[src/rtl/cc20_pkg.sv]
// Shared types, constants and round functions for the ChaCha20 byte cipher.
// Depends on nothing; every rtl module refers to it by scoped names.
package cc20_pkg;

	localparam int WORD_W      = 32;
	localparam int BLOCK_WORDS = 16;
	localparam int BLOCK_BYTES = 64;
	localparam int POS_W       = $clog2(BLOCK_BYTES);
	localparam int KEY_WORDS   = 8;
	localparam int NONCE_WORDS = 3;
	localparam int ROUND_STEPS = 40;  // 20 rounds, two half quarter-rounds each
	localparam int STEP_W      = $clog2(ROUND_STEPS);
	localparam int QUEUE_DEPTH = 4;
	localparam int REG_IDX_W   = 3;
	localparam int CFG_DATA_W  = 64;

	typedef logic [WORD_W-1:0] word_t;
	typedef logic [BLOCK_WORDS-1:0][WORD_W-1:0] block_t;
	typedef logic [POS_W-1:0] pos_t;

	localparam logic [3:0][WORD_W-1:0] SIGMA = {
		32'h6b206574, 32'h79622d32, 32'h3320646e, 32'h61707865
	};

	typedef enum logic [REG_IDX_W-1:0] {
		REG_KEY_LO    = 3'd0,
		REG_KEY_Q2    = 3'd1,
		REG_KEY_Q3    = 3'd2,
		REG_KEY_HI    = 3'd3,
		REG_NONCE_LO  = 3'd4,
		REG_NONCE_HI  = 3'd5,
		REG_INIT_CTR  = 3'd6
	} reg_idx_t;

	typedef struct packed {
		logic [7:0] data_byte;
		logic       last_of_message;
	} text_item_t;

	typedef struct packed {
		logic [7:0] cipher_byte;
		logic       last_out;
	} cipher_item_t;

	// Queue entry: the item plus its place in the keystream.
	typedef struct packed {
		logic [7:0] data_byte;
		logic       last;
		pos_t       pos;
		logic       start;
	} q_item_t;

	typedef struct packed {
		logic [KEY_WORDS-1:0][WORD_W-1:0]   key;
		logic [NONCE_WORDS-1:0][WORD_W-1:0] nonce;
		word_t                              init_ctr;
	} cfg_t;

	typedef struct packed {
		logic  start;
		logic  abort;
		word_t ctr;
	} kg_ctrl_t;

	typedef struct packed {
		logic busy;
		logic done;
	} kg_stat_t;

	typedef struct packed {
		word_t a;
		word_t b;
		word_t c;
		word_t d;
	} quad_t;

	function automatic word_t rotl(word_t v, int n);
		return (v << n) | (v >> (WORD_W - n));
	endfunction

	// First or second half of a quarter round.
	function automatic quad_t qr_half(quad_t q, logic second);
		quad_t r;
		r   = q;
		r.a = q.a + q.b;
		r.d = second ? rotl(q.d ^ r.a, 8) : rotl(q.d ^ r.a, 16);
		r.c = q.c + r.d;
		r.b = second ? rotl(q.b ^ r.c, 7) : rotl(q.b ^ r.c, 12);
		return r;
	endfunction

	function automatic block_t init_state(cfg_t c, word_t ctr);
		block_t s;
		for (int i = 0; i < 4; i++) begin
			s[i] = SIGMA[i];
		end
		for (int i = 0; i < KEY_WORDS; i++) begin
			s[4+i] = c.key[i];
		end
		s[12] = ctr;
		for (int i = 0; i < NONCE_WORDS; i++) begin
			s[13+i] = c.nonce[i];
		end
		return s;
	endfunction

endpackage

[src/rtl/cc20_front.sv]
// Front end: takes input items, tags each with its byte position and message start.
// Depends on cc20_pkg.
module cc20_front (
	input  logic                 clk,
	input  logic                 arst_n,
	input  logic                 text_valid,
	output logic                 text_ready,
	input  cc20_pkg::text_item_t text_item,
	output logic                 push,
	output cc20_pkg::q_item_t    push_item,
	input  logic                 full
);

	cc20_pkg::pos_t pos_q;
	logic           start_q;

	assign text_ready = !full;
	assign push       = text_valid && text_ready;

	assign push_item = '{
		data_byte: text_item.data_byte,
		last:      text_item.last_of_message,
		pos:       pos_q,
		start:     start_q
	};

	// Position wraps at the block size; a last byte restarts the message.
	always_ff @(posedge clk or negedge arst_n) begin
		if (!arst_n) begin
			pos_q   <= '0;
			start_q <= 1'b1;
		end else if (push) begin
			if (text_item.last_of_message) begin
				pos_q   <= '0;
				start_q <= 1'b1;
			end else begin
				pos_q   <= pos_q + cc20_pkg::POS_W'(1);
				start_q <= 1'b0;
			end
		end
	end

endmodule

[config.mk]
export PLATFORM = sky130hd
export DESIGN_NAME = cc20_front
export DESIGN_NICKNAME = d
export VERILOG_FILES = /design/src/rtl/cc20_pkg.sv /design/src/rtl/cc20_front.sv
export SDC_FILE = /design/constraint.sdc
export NUM_CORES = 1
export LEC_CHECK = 0
export BUFFER_PORTS_ARGS = -buffer_cell sky130_fd_sc_hd__buf_2
export CAP_MARGIN = 20
export CORE_AREA = 2 2 39 41
export CTS_CLUSTER_DIAMETER = 200
export DETAILED_ROUTE_END_ITERATION = 7
export DIE_AREA = 0 0 41 43
export GPL_TIMING_DRIVEN = 0
export PLACE_DENSITY = 0.7
export SETUP_SLACK_MARGIN = 0.15
export SLEW_MARGIN = 15
export SYNTH_ARGS = -nofsm -noshare
export SYNTH_HDL_FRONTEND = slang
export SYNTH_SLANG_ARGS = --single-unit
[constraint.sdc]
create_clock -name clk -period 2.6 [get_ports clk]
set_input_delay 0.13 -clock clk [delete_from_list [all_inputs] [get_ports clk]]
set_output_delay 0.13 -clock clk [all_outputs]
set_load 0.005 [all_outputs]
======== Word-level counts from Yosys, hierarchy flattened ========
Cells that the tools add are included.
operators by class
  reductions and logical operators ........ 2
  multiplexer cells ....................... 2
  add/subtract/negate cells ............... 1
operators by type and width
  operator             count
  $add 6x1->6 const B  1
  $mux 6               1
  $logic_and 1x1->1    1
  $logic_not 1->1      1
  $mux 1               1
storage, ports and cells
  register bits after elaboration ......... 7

======== Logic depth before layout (Yosys ltp) ========
  word-level depth ........................ 2
  depth in mapped cells ................... 4
  depth with buffers taken out ............ 4

======== Worst setup path after synthesis ========
OpenSTA, ideal clock, no wires.
  path kind ............................... flip-flop to flip-flop
  from .................................... register pos_q[0]
  to ...................................... register pos_q[4]
  arrival time ............................ 1014 ps
  data required time ...................... 2474 ps
  clock period less this slack ............ 1140 ps
  setup slack ............................. 1460 ps
  setup time .............................. 126 ps
  stages on the path, launching flop included .. 5
  path through ............................ dfrtp_1 -> ha_1 -> nand3_1 -> nor4_1 -> a221o_1
on the way
  word-level cells in the longest chain between the ends .. 2
RTL lines
  what                      line              source
  start: declaration        cc20_front.sv:14  cc20_pkg::pos_t pos_q;
  start signal: assignment  cc20_front.sv:37  pos_q <= pos_q + cc20_pkg::POS_W'(1);
  $add 6x1->6               cc20_front.sv:37
  $mux 6                    cc20_front.sv:33  if (text_item.last_of_message) begin
Every way passes these cells.
A chain may end at the register's enable or synchronous reset.

======== Final worst setup path ========
Same ends and word-level chain as after synthesis.

==> flow_summary.ini <==
[critical_path]
cpLargestDelayFamily = flip-flops
cp.required_ns = 2.73
path_buf_inv = 0
path_cells = ha_1, nand3_1, nor4_1, a221o_1
slowest_stage = dfrtp_1
worst_ep_arrival_time_ns = 1.35
criticalPathCategory = reg2reg
path_max_fanout = 6
end_kind = flip-flop
crit_path_start_kind = flip-flop
worst_r2r_path_depth = 4
path_depth = 4
cpPeakStageDelay_ns = 0.43

[logic_synthesis]
synth_area_um2 = 476.7
avgSynthCellArea_um2 = 9.729
seq_area_frac_synth_pct = 37.01
synth_top_area_share_pct = 31.50
ys_warn_count = 0
yosysTopAreaCell = dfrtp_1
netlist-cell-type-count = 22
synthesis.nets = 63
synthCells = 49
yosys_register_bits = 7
ys_top_cells_by_area = dfrtp_1 (31%), buf_4 (16%), dfstp_2 (5.5%), mux2_2 (4.7%), a221o_1 (4.2%)

[sta]
tns_ns = 0
slew_violations = 0
grt_setup_unrepaired = no
max_freq_mhz = 822.9
finalHoldViolCount = 0
slew_headroom_pct = 84.30
setup_viol = 0
fin_hold_ws_ns = 0.2193
period_needed_ns = 1.215
fin_crit_sh_pct = 46.74
tightest_slew_ns = 0.2334
fin_skew_ns = 0.002083

[clock_network]
root_buffer = clkbuf_4
clock_latency_ns = 0.25
clock_sinks = 7
cts_buffers = 3
cts_setup_buffers = 0
cts-htree-levels = 1
clk_pin_slew_ns = 0.05
clock_path_buffers = 2
cts_tree = built

[placed_design]
hpwl_um = 709.8
gp_congestion = 0.7162
port_buffers = 21

[floorplan]
fp-row-count = 14
start_util_pct = 34.45
die_h_um = 43
fp.dieArea_um2 = 1763
die_w_um = 41
core_um2 = 1384
ios = 31

[finish]
finalNetCount = 90
syn_to_final_growth_pct = 33.86
fillers = 150
drive_gt1_share_pct = 54.67
n_antenna_cell = 0

[drt]
drt-vias-per-instance = 4.615
drtAntennaViolNets = 0
num_vias = 420
drc = 0
wl_um = 960
dr.pass1.iters = 4
post_drt_wl_per_cell_um = 10.55
drt-initial-drc-count = 6

[global_route]
antenna_found_initial = 0
grt_max_degree = 11
grt_overflow_total = 0
grt_pass1_vias = 380
grt_pass1_wl_um = 1538
gr-usage-all-layers_pct = 12.69

[run_status]
outcome = finished, final reports clean

[worst_hold_path]
hold_path.class = in2reg
hold_depth = 2

[power_and_ir_drop]
ir_drop_v = 0.0002147
cellLeakagePower_nw = 0.3206
power_density_nw_per_um2 = 594.2

[flow_run]
drv_cap = 0
[cell families after synthesis]
kind of cell / Yosys count / share of synthesized area, %
mux: 3 / 6.824
flops: 7 / 37.01
fa+ha+maj: 1 / 2.624
buf+inv: 14 / 20.73
compound gates: 5 / 7.875
simple gates: 19 / 24.93
[cell usage after synthesis]
| cell type | count |
|---|---|
| buf_4 | 10 |
| dfrtp_1 | 6 |
| nand2_1 | 4 |
| nand3_1 | 3 |
| nor2b_1 | 3 |
| a221o_1 | 2 |
| inv_1 | 2 |
| mux2_2 | 2 |
| nor2_1 | 2 |
| nor4_1 | 2 |
| o21ai_0 | 2 |
| a22oi_1 | 1 |
| buf_2 | 1 |
| buf_6 | 1 |
| dfstp_2 | 1 |
| ha_1 | 1 |
| mux2i_1 | 1 |
| nand2b_1 | 1 |
| nand2b_4 | 1 |
| nand3b_1 | 1 |
| nor3b_1 | 1 |
| nor4b_2 | 1 |
[layout by cell type, fill, tap and decap left out, types with 3 or more instances in the layout]
master / count
nor2b_1: 3
nand2_1: 4
dfrtp_1: 6
buf_2: 22
nand3_1: 3
buf_4: 10
clkbuf_4: 3
[timing repair]
action | CTS | global route
hold buffers | 1 | 0
hold endpoints to repair | 7 | 0
gates resized for setup | 0 | 0
[through the flow]
stage | total power [mW] | util [%] | instance area, um^2 | setup WS (ns) | cells
after floorplan | 0.2335 | - | 476.7 | 1.460 | 49
after global placement | 0.2795 | 43.49 | 601.8 | 1.418 | 86
after detailed placement | 0.2832 | 43.49 | 601.8 | 1.407 | 86
after CTS | 0.3854 | 46.11 | 638.1 | 1.398 | 91
after global routing | 0.4113 | 46.11 | 638.1 | 1.300 | 91
final | 0.3792 | 46.11 | 638.1 | 1.385 | 91
[final cells by class]
type | instances | area, um^2 | area share (%)
Inverter | 2 | 7.507 | 1.176
Timing Repair Buffer | 22 | 115.1 | 18.04
Multi-Input combinational cell | 28 | 201.4 | 31.57
Clock buffer | 4 | 26.28 | 4.118
Tap cell | 16 | 20.02 | 3.137
Buffer | 12 | 91.34 | 14.31
Sequential cell | 7 | 176.4 | 27.65
[sequential cells by signal, indices dropped and copies added (netlist names)]
signal / flops
start_q: 1
pos_q: 6
[report_power, final]
| part | total [mW] | internal (mW) | leakage [nW] | switching, mW |
|---|---|---|---|---|
| Combinational | 0.116 | 0.0685 | 0.227 | 0.0472 |
| Sequential | 0.167 | 0.135 | 0.0786 | 0.0322 |
| Clock | 0.0966 | 0.0584 | 0.0150 | 0.0382 |
[metal layers]
metal | part of all wire (%) | track usage (%) | vias to the layer above
met4 | 1.1 | 6.000 | 0
met2 | 45 | 18.75 | 20
met1 | 45 | 16.67 | 186
met3 | 9.4 | 3.141 | 2
li1 | - | - | 212
met5 | 0 | 0 | -
[path summary, 6_finish.rpt]
kind	startpoint	to	slack [ns]
hold / removal	text_item[0]	pos_q[2]	0.22
hold reg to reg	pos_q[4]	pos_q[4]	0.59
setup / recovery	pos_q[0]	pos_q[4]	1.38
setup reg to reg	pos_q[0]	pos_q[4]	1.38
min in group asynchronous	arst_n	pos_q[1]	0.24
max in group asynchronous	arst_n	start_q	2.14
No activity file was read; power rests on OpenSTA's default activity.
