`src/rtl/cc20_pkg.sv`:
```
// Shared types, constants and round functions for the ChaCha20 byte cipher.
// Depends on nothing; every rtl module refers to it by scoped names.
package cc20_pkg;

	localparam int WORD_W      = 32;
	localparam int BLOCK_WORDS = 16;
	localparam int BLOCK_BYTES = 64;
	localparam int POS_W       = $clog2(BLOCK_BYTES);
	localparam int KEY_WORDS   = 8;
	localparam int NONCE_WORDS = 3;
	localparam int ROUND_STEPS = 40;  // 20 rounds, two half quarter-rounds each
	localparam int STEP_W      = $clog2(ROUND_STEPS);
	localparam int QUEUE_DEPTH = 4;
	localparam int REG_IDX_W   = 3;
	localparam int CFG_DATA_W  = 64;

	typedef logic [WORD_W-1:0] word_t;
	typedef logic [BLOCK_WORDS-1:0][WORD_W-1:0] block_t;
	typedef logic [POS_W-1:0] pos_t;

	localparam logic [3:0][WORD_W-1:0] SIGMA = {
		32'h6b206574, 32'h79622d32, 32'h3320646e, 32'h61707865
	};

	typedef enum logic [REG_IDX_W-1:0] {
		REG_KEY_LO    = 3'd0,
		REG_KEY_Q2    = 3'd1,
		REG_KEY_Q3    = 3'd2,
		REG_KEY_HI    = 3'd3,
		REG_NONCE_LO  = 3'd4,
		REG_NONCE_HI  = 3'd5,
		REG_INIT_CTR  = 3'd6
	} reg_idx_t;

	typedef struct packed {
		logic [7:0] data_byte;
		logic       last_of_message;
	} text_item_t;

	typedef struct packed {
		logic [7:0] cipher_byte;
		logic       last_out;
	} cipher_item_t;

	// Queue entry: the item plus its place in the keystream.
	typedef struct packed {
		logic [7:0] data_byte;
		logic       last;
		pos_t       pos;
		logic       start;
	} q_item_t;

	typedef struct packed {
		logic [KEY_WORDS-1:0][WORD_W-1:0]   key;
		logic [NONCE_WORDS-1:0][WORD_W-1:0] nonce;
		word_t                              init_ctr;
	} cfg_t;

	typedef struct packed {
		logic  start;
		logic  abort;
		word_t ctr;
	} kg_ctrl_t;

	typedef struct packed {
		logic busy;
		logic done;
	} kg_stat_t;

	typedef struct packed {
		word_t a;
		word_t b;
		word_t c;
		word_t d;
	} quad_t;

	function automatic word_t rotl(word_t v, int n);
		return (v << n) | (v >> (WORD_W - n));
	endfunction

	// First or second half of a quarter round.
	function automatic quad_t qr_half(quad_t q, logic second);
		quad_t r;
		r   = q;
		r.a = q.a + q.b;
		r.d = second ? rotl(q.d ^ r.a, 8) : rotl(q.d ^ r.a, 16);
		r.c = q.c + r.d;
		r.b = second ? rotl(q.b ^ r.c, 7) : rotl(q.b ^ r.c, 12);
		return r;
	endfunction

	function automatic block_t init_state(cfg_t c, word_t ctr);
		block_t s;
		for (int i = 0; i < 4; i++) begin
			s[i] = SIGMA[i];
		end
		for (int i = 0; i < KEY_WORDS; i++) begin
			s[4+i] = c.key[i];
		end
		s[12] = ctr;
		for (int i = 0; i < NONCE_WORDS; i++) begin
			s[13+i] = c.nonce[i];
		end
		return s;
	endfunction

endpackage

```
`src/rtl/cc20_queue.sv`:
```
// Short first-word-fall-through queue between front and back end.
// Depends on cc20_pkg.
module cc20_queue #(
	parameter int DEPTH = cc20_pkg::QUEUE_DEPTH
) (
	input  logic              clk,
	input  logic              arst_n,
	input  logic              push,
	input  cc20_pkg::q_item_t push_item,
	output logic              full,
	input  logic              pop,
	output logic              head_valid,
	output cc20_pkg::q_item_t head_item
);

	localparam int PTR_W = (DEPTH > 1) ? $clog2(DEPTH) : 1;
	localparam int CNT_W = $clog2(DEPTH + 1);

	cc20_pkg::q_item_t mem_q [DEPTH];
	logic [PTR_W-1:0]  wr_ptr_q;
	logic [PTR_W-1:0]  rd_ptr_q;
	logic [CNT_W-1:0]  count_q;

	assign full       = (count_q == CNT_W'(DEPTH));
	assign head_valid = (count_q != '0);
	assign head_item  = mem_q[rd_ptr_q];

	always_ff @(posedge clk) begin
		if (push) begin
			mem_q[wr_ptr_q] <= push_item;
		end
	end

	always_ff @(posedge clk or negedge arst_n) begin
		if (!arst_n) begin
			wr_ptr_q <= '0;
			rd_ptr_q <= '0;
			count_q  <= '0;
		end else begin
			if (push) begin
				wr_ptr_q <= (wr_ptr_q == PTR_W'(DEPTH - 1)) ? '0 : wr_ptr_q + PTR_W'(1);
			end
			if (pop) begin
				rd_ptr_q <= (rd_ptr_q == PTR_W'(DEPTH - 1)) ? '0 : rd_ptr_q + PTR_W'(1);
			end
			case ({push, pop})
				2'b10:   count_q <= count_q + CNT_W'(1);
				2'b01:   count_q <= count_q - CNT_W'(1);
				default: count_q <= count_q;
			endcase
		end
	end

endmodule

```
`config.mk`:
```
export PLATFORM = sky130hd
export DESIGN_NAME = cc20_queue
export DESIGN_NICKNAME = d
export VERILOG_FILES = /design/src/rtl/cc20_pkg.sv /design/src/rtl/cc20_queue.sv
export SDC_FILE = /design/constraint.sdc
export NUM_CORES = 1
export LEC_CHECK = 0
export ABC_AREA = 1
export BUFFER_PORTS_ARGS = -buffer_cell sky130_fd_sc_hd__clkbuf_2
export CORE_MARGIN = 4
export CORE_UTILIZATION = 43
export DETAILED_ROUTE_END_ITERATION = 8
export SLEW_MARGIN = 20
export SYNTH_ARGS = -nofsm -noshare
export SYNTH_HDL_FRONTEND = slang
export SYNTH_SLANG_ARGS = --single-unit
```
`constraint.sdc`:
```
create_clock -name clk -period 2.7 [get_ports clk]
set_input_delay 0.54 -clock clk [delete_from_list [all_inputs] [get_ports clk]]
set_output_delay 0.54 -clock clk [all_outputs]
set_load 0.02 [all_outputs]
```
* Yosys cells after proc, flatten, opt, wreduce, memory -nomap -nowiden
Memories as Yosys holds them, arrays and structs flattened.
Index checks and enable logic that the tools add are counted.
** Word-level totals
- Bits in registers :: 7
- RAM bits :: 64
- Input bits :: 20
- Output and inout bits :: 18
- Word-level logic and storage cells :: 20
- Memories kept :: 1
** Cells by class
- Add/subtract/negate cells :: 4
- Equality and inequality tests :: 5
- Mux-type cells :: 5
- Reduce and logical (&&, ||, !) cells :: 2
** Memories
- mem_q :: words 4, width 16, rd ports 1, clocked after Yosys merged registers in 0, wr ports 1, line cc20_queue.sv:19 : cc20_pkg::q_item_t mem_q [DEPTH];
** Operators with widths (count)
- == test 2 bit, second input constant :: 3
- case mux 3 bit (2 select lines) :: 1
- adder 2 x 1 -> 2 bit, second input constant :: 2
- two-way mux 2 bit :: 2
- adder 3 x 1 -> 3 bit, second input constant :: 1
- == test 3 bit, second input constant :: 1
- nonzero test 3 bit :: 1
- subtractor 3 x 1 -> 3 bit, second input constant :: 1
- == test 2 x 1 -> 1 bit, second input constant :: 1
- two-way mux 1 bit :: 2
- nonzero test 2 bit :: 1

* Depth between registers and ports, before layout
Gate-level depths: netlist of run 1.
- Depth in word-level cells :: 2
- Depth in mapped cells :: 9
- Mapped depth without buffers :: 8

* Worst setup path after synthesis of run 1
OpenSTA, ideal clock, no wires.
- Kind :: input port to flip-flop
- From :: input push
- To :: register count_q[2]
- Setup time :: 0.117 ns
- Data arrival time :: 1.673 ns
- Required time :: 2.583 ns
- Path slack :: 0.910 ns
- Stages on the path :: 8
- Path buffers :: 1
- Path through :: clkbuf_1 -> inv_1 -> ha_1 -> fa_1 -> nand2_1 -> nand3_1 -> nand2_1 -> nand2_1
** Between the ends
- Cells in the longest elaborated chain, start to end :: 2
- Elaborated cells on any way between the ends :: 4
- Those cells by class :: 2 x eq/ne; 1 x mux; 1 x reduce/logical
** Ends and longest elaborated chain
- from (decl) :: line cc20_queue.sv:8 : input logic push,
- == test 2 x 1 -> 1 bit / == test 2 bit (equally long branches) :: line cc20_queue.sv:46 : case ({push, pop})
- case mux 3 bit (2 select lines) / nonzero test 2 bit (equally long branches)
- to (signal assigned) :: line cc20_queue.sv:47 : 2'b10: count_q <= count_q + CNT_W'(1);
- to (signal assigned) :: line cc20_queue.sv:48 : 2'b01: count_q <= count_q - CNT_W'(1);
- to (signal assigned) :: line cc20_queue.sv:49 : default: count_q <= count_q;
- to (decl) :: line cc20_queue.sv:22 : logic [CNT_W-1:0] count_q;
Parallel ways exist; a longest one is shown, timed or not.
A chain may end at the register's enable or synchronous reset.

==> qor.yml, run 1 <==
sta:
  fmax_mhz: 439
  slew_headroom_pct: 50.3
  fin_setup_tns_ns: 0
  rsz0062_at_grt: "no"
  tightest_slew_ns: 0.745
  worst_clock_skew_ns: 0.00678
  setup_violations: 0
  period_needed_ns: 2.28
  hold_viol: 0
  whs_ns: 0.0353
  post-route-period-util_pct: 84.4
  finalMaxSlewViolations: 0
cts:
  cts.path.max_buffers: 2
  postCtsSetupBuffers: 0
  root_buffer: "clkbuf_8"
  path_clk_slew_ns: 0.07
  htreeDepth: 3
  cts_hold_buffers: 0
  cts_buffers: 9
  cts_tree: "done"
  post_cts_resized: 0
  clk_latency_ns: 0.33
  cts.sinks: 71
hold_path:
  hold_class: "in2async"
worst_setup_path:
  path_cells: "buf_4 -> nor2_1 -> nor2_1 -> nand2_1 -> nand2_1 -> clkbuf_2"
  cp_slowest_cell: "dfrtp_2"
  reg2reg_slack_ns: 1.03
  slowest_delay_ns: 0.61
  r2r_cells: 4
  cp.required_ns: 2.16
  worstSetupPathType: "reg2out"
  cp.arrival_ns: 1.74
  cp_top_family: "flip-flops"
  crit_fanout: 24
  critPathCaptureType: "output port"
  crit_path_start_kind: "register"
  timing.rr.end: "mem_q[0][4]"
  cp_num_buf_inv: 2
  r2r-start: "wr_ptr_q[0]"
layout:
  multiInputGateArea_um2: 689
  layout_commonest_cell: "nand2_1"
  antenna_cells: 0
  layout_common_cells: "80 x nand2_1, 64 x edfxtp_1, 45 x inv_1"
  num-nets-final: 340
  fillCellCount: 627
  seq_area_um2: 2100
  design_area_um2: 3470
  fin_util_pct: 50.8
  drive_gt1_share_pct: 17.3
  syn_to_final_growth_pct: 14.3
die:
  ios: 38
  die_w_um: 92.0
  die-area_um2: 8470
  core.rowCount: 30
  fp.coreArea_um2: 6830
  start_util_pct: 44.5
  die_y_um: 92.0
yosys:
  synth_top_cell_area_share_pct: 63.3
  syn_avg_cell_area_um2: 11.2
  synth_cells: 272
  synth-seq-cells: 71
  ys_warn_count: 0
  yosysSeqAreaShare_pct: 69.1
  syn-cell-area_um2: 3040
  synthTopCellsByArea: "edfxtp_1 63%, nand2_1 9.9%, dfrtp_1 5.8%"
  synth.distinct_cells: 19
  synth.net_count: 299
  yosys.area.top_type: "edfxtp_1"
placement:
  io_buffer_count: 37
  hpwlAfterDp_mm: 3.19
  gp_congestion: 0.737
  dpl_cell_area_um2: 3290
grt:
  grt_pass1_wl_mm: 7.82
  first_global_vias: 1650
  antenna_found_initial: 0
  grt_overflow: 0
  grt_use_total_pct: 12.5
  grt_start_max_net_pins: 33
power_and_ir_drop:
  comb_power_share_pct: 36.2
  peakVddDrop_uv: 511
  p_leak_uw: 0.00153
  switching_share_pct: 37.7
  seqPwrFrac_pct: 43.1
  p_int_uw: 2240
  p_switching_uw: 1360
  pwr-share-clk_pct: 20.8
  powerDensity_nw_per_um2: 1040
detailed_routing:
  drt_iter0_drc: 46
  ant_nets: 0
  drt-total-wl_mm: 4.91
  num_vias: 1818
  dr.pass1.iters: 4
  post_drt_wl_per_cell_um: 11.9
  viasPerCell: 4.39
  drc_errors: 0
flow_run:
  drv_cap: 0
outcome:
  outcome: "finished, final reports clean"
-- stage by stage --
| stage | setup WS [ns] | total power, uW | std cells |
|---|---|---|---|
| floorplan | 0.910 | 2560 | 272 |
| global placement | 0.795 | 2880 | 398 |
| detailed placement | 0.756 | 2910 | 398 |
| CTS | 0.381 | 3660 | 414 |
| global route | 0.228 | 3860 | 414 |
| finish | 0.422 | 3600 | 414 |
-- per-layer routing --
layer | share of wire, % | track usage [%] | wire length [um]
met5 | 0 | 0 | 0
met4 | 2.3 | 7.92 | 111
met3 | 3.9 | 3.20 | 191
met2 | 46 | 19.5 | 2270
met1 | 48 | 15.3 | 2330
-- kinds of logic (layout without fill, tap and decap cells) --
family | Yosys count | after routing | synth area share [%]
fa+ha+maj | 7 | 7 | 3.13
xor+xnor | 1 | 1 | 0.288
compound gates | 21 | 21 | 4.78
simple gates | 116 | 116 | 14.5
flops | 71 | 71 | 69.1
buf+inv | 56 | 102 | 8.24
-- worst register-to-register path, stage by stage, from the launching register on --
cell	delay, ns
dfrtp_1	0.42
inv_1	0.12
ha_1	0.15
nand2_1	0.05
inv_1	0.55
-- power by group through the flow --
| stage | clock network (uW) | registers, uW | logic [uW] |
|---|---|---|---|
| 2_1_floorplan | 0 | 1510 | 1050 |
| 3_3_place_gp | 0 | 1570 | 1310 |
| 3_5_place_dp | 0 | 1570 | 1340 |
| 4_1_cts | 768 | 1550 | 1340 |
| 5_1_grt | 816 | 1570 | 1470 |
| 6_report | 747 | 1550 | 1300 |
-- flip-flops by register name, summed over array words and instances (netlist names) --
name	flops
count_q	3
mem_q	64
rd_ptr_q	2
wr_ptr_q	2
-- synthesized netlist by cell type --
library cell,number
nand2_1,80
edfxtp_1,64
inv_1,45
nor2_1,33
o211ai_1,16
dfrtp_1,7
ha_1,6
buf_2,5
buf_6,4
a21oi_1,2
o21ai_0,2
buf_4,1
clkbuf_1,1
fa_1,1
nand3_1,1
nand4_1,1
nor3_1,1
o21ai_1,1
xnor2_1,1
-- final cells by class --
| class | instances | share of cell area, % |
|---|---|---|
| clock buffers | 14 | 4.69 |
| well taps | 96 | 3.46 |
| repair buffers | 41 | 6.20 |
| multi-input cells | 145 | 19.9 |
| clock inverters | 2 | 0.469 |
| inverters | 45 | 4.87 |
| flip-flops and latches | 71 | 60.5 |
-- worst max-delay path by stage --
stage	from	end	slack (ns)	cells after the start
6_report	rd_ptr_q[0]	head_item[14]	0.42	6
5_1_grt	rd_ptr_q[0]	head_item[11]	0.23	6
4_1_cts	rd_ptr_q[0]	head_item[14]	0.38	6
3_5_place_dp	rd_ptr_q[0]	head_item[14]	0.76	6
3_3_place_gp	rd_ptr_q[0]	head_item[14]	0.80	6
2_1_floorplan	push	count_q[2]	0.91	8
(Power assumes the default switching activity.)
==> inputs of run 2 (changes only) <==
ABC_AREA = 0   (was 1)
clock period = 2.34 ns   (was 2.7 ns; I/O delays follow)
==> run 2 against run 1 <==
First-iteration DRC count increased by 15%. Global-route usage grew 1.3 points. Via count fell by 29%. Clock power is 0.8% lower. Largest power group unchanged. Critical endpoint is now head_item[6]. Sequential share of layout area up 5.0 points.
==> qor.yml, run 2 <==
flow_run:
  drv_cap: 0  # unchanged
die:
  core.rowCount: 28  # -6.7%
  die_y_um: 88.1  # -4.2%
  ios: 38  # unchanged
  die-area_um2: 7770  # -8.3%
  fp.coreArea_um2: 6060  # -11%
  die_w_um: 88.1  # -4.2%
  start_util_pct: 45.6  # +1.1 points
cts:
  cts_tree: "done"
  root_buffer: "clkbuf_8"
  cts.path.max_buffers: 2  # unchanged
  path_clk_slew_ns: 0.06  # about the same
  cts.sinks: 71  # unchanged
  htreeDepth: 3  # unchanged
  cts_buffers: 9  # unchanged
  clk_latency_ns: 0.32  # about the same
placement:
  io_buffer_count: 37  # unchanged
  hpwlAfterDp_mm: 3.18  # -0.19%
  gp_congestion: 0.668  # -9.4%
layout:
  top_regs: "mem_q x64, count_q x3"
  top_register: "mem_q"
  num-nets-final: 198  # -42%
  largest_register_ffs: 64  # unchanged
  fillCellCount: 508  # -19%
  antenna_cells: 0  # unchanged
  drive_gt1_share_pct: 37.4  # +20 points
  syn_to_final_growth_pct: 16.1
  layout_common_cells: "64 x edfxtp_1, 37 x clkbuf_2, 9 x clkbuf_8"
  layout_commonest_cell: "edfxtp_1"
yosys:
  ys_warn_count: 0  # unchanged
  syn_avg_cell_area_um2: 23.2  # +110%
  synth.net_count: 146  # -51%
  synth.distinct_cells: 19  # unchanged
  yosys.area.top_type: "edfxtp_1"
  syn-cell-area_um2: 2760  # -9.1%
  synthFlopType: "edfxtp_1"
  synth_top_cell_area_share_pct: 69.6  # +6.3 points
  ys_top_cells_by_count: "64 x edfxtp_1, 8 x mux4_1, 8 x mux4_2, 7 x dfrtp_1, 6 x ha_1"
  yosysSeqAreaShare_pct: 75.9  # +6.9 points
  synth-seq-cells: 71  # unchanged
  synthTopCellsByArea: "edfxtp_1 70%, mux4_1 7.6%, mux4_2 6.5%"
  ys_async_sr_fraction_pct: 9.86  # unchanged
  synth-edff-count: 64  # unchanged
  synth_most_common_cell: "edfxtp_1"
  synth_cells: 119  # -56%
sta:
  finalMaxSlewViolations: 0  # unchanged
  period_needed_ns: 2.15
  fmax_mhz: 465
  tightest_slew_ns: 0.425  # -0.320 ns
  hold_viol: 0  # unchanged
  rsz0062_at_grt: "no"
  whs_ns: 0.364  # +0.329 ns
  fin_setup_tns_ns: 0  # unchanged
  setup_violations: 0  # unchanged
  worst_clock_skew_ns: 0.00458  # -0.00220 ns
  post-route-period-util_pct: 91.9
  slew_headroom_pct: 71.6  # +21 points
worst_setup_path:
  worstSetupPathType: "reg2out"
  crit_fanout: 13  # -46%
  reg2reg_slack_ns: 0.71  # -0.32 ns
  crit_path_start_kind: "register"
  cp.required_ns: 1.87  # -0.29 ns
  critPathCaptureType: "output port"
  cp.arrival_ns: 1.68  # -0.06 ns
outcome:
  outcome: "finished, final reports clean"
detailed_routing:
  post_drt_wl_per_cell_um: 18.6  # +57%
  drc_errors: 0  # unchanged
  drt-total-wl_mm: 4.64  # -5.5%
  num_vias: 1291  # -29%
  drt_iter0_drc: 53  # +15%
  ant_nets: 0  # unchanged
  viasPerCell: 5.18  # +18%
  dr.pass1.iters: 4  # unchanged
power_and_ir_drop:
  powerDensity_nw_per_um2: 1170  # +12%
  p_leak_uw: 0.00118  # -23%
  peakVddDrop_uv: 557  # +8.9%
grt:
  first_global_vias: 1497  # -9.3%
  grt_pass1_wl_mm: 7.67  # -2.0%
  grt_use_total_pct: 13.8  # +1.3 points
  grt_overflow: 0  # unchanged
  antenna_found_initial: 0  # unchanged
  grt_start_max_net_pins: 19  # -42%
hold_path:
  hold_class: "in2reg"
## run 2: timing repair
item                                    4_1_cts  5_1_grt
hold buffers                                  1        0
setup buffers                                 0        0
resized for setup                             0        1
hold endpoints to repair                      7        0
endpoints found under the setup margin        0       16
## run 2: cell families (layout without fill, tap and decap cells)
logic type                 Yosys count  after routing  share of synthesized area (%)
and+or+nand+nor                     10             10                           2.04
muxes                               19             19                           15.4
xor gates and xnor gates             3              3                          0.952
DFF                                 71             71                           75.9
AOI/OAI and AO/OA                    2              2                          0.362
buffers and inverters                7             62                           1.90
adders and majority gates            7              7                           3.44
## run 2: cell type report
cell class,count,area [um^2],area share (%)
clock buffers,10,128,3.98
clock inverters,4,15.0,0.468
inverters,3,11.3,0.351
multi-input cells,41,612,19.1
flip-flops and latches,71,2100,65.5
well taps,75,93.8,2.93
repair buffers,45,248,7.73
## run 2: through the flow
stage	total power (uW)	cell area, um^2	util, %	setup WS [ns]	cells
6_report	3740	3210	52.9	0.190	249
5_1_grt	3980	3210	52.9	0.0877	249
4_1_cts	3810	3200	52.9	0.0386	249
3_5_place_dp	3070	3050	50.4	0.393	234
3_3_place_gp	3000	3050	50.4	0.411	234
2_1_floorplan	2670	2760	-	0.677	119
## run 2: power breakdown
part	total (uW)	leakage [uW]	switching, uW	internal, uW
logic	1210	0.000441	660	546
clock network	741	0.0000722	383	359
registers	1790	0.000670	144	1650
## run 2: worst paths after layout
| check | from | endpoint | cells after the start |
|---|---|---|---|
| hold / removal | push_item[8] | mem_q[3][8] | 1 |
| min in group asynchronous | arst_n | count_q[1] | 2 |
| hold reg to reg | count_q[2] | count_q[2] | 1 |
| max in group asynchronous | arst_n | rd_ptr_q[1] | 2 |
| setup reg to reg | wr_ptr_q[0] | mem_q[2][9] | 4 |
| setup / recovery | rd_ptr_q[0] | head_item[6] | 3 |
## run 2: critical path, stage by stage, from the launching register on
cell      delay, ns
dfrtp_1        0.34
buf_4          0.25
mux4_1         0.59
clkbuf_2       0.17
## run 2: routing by layer
layer / wire length, um / part of all wire, % / GRT usage (%) / vias up
met5: 0 / 0 / 0 / -
met4: 66 / 1.4 / 7.01 / 0
met3: 203 / 4.4 / 3.10 / 6
met2: 2380 / 51 / 22.9 / 25
met1: 1980 / 43 / 17.0 / 668
li1: - / - / - / 592
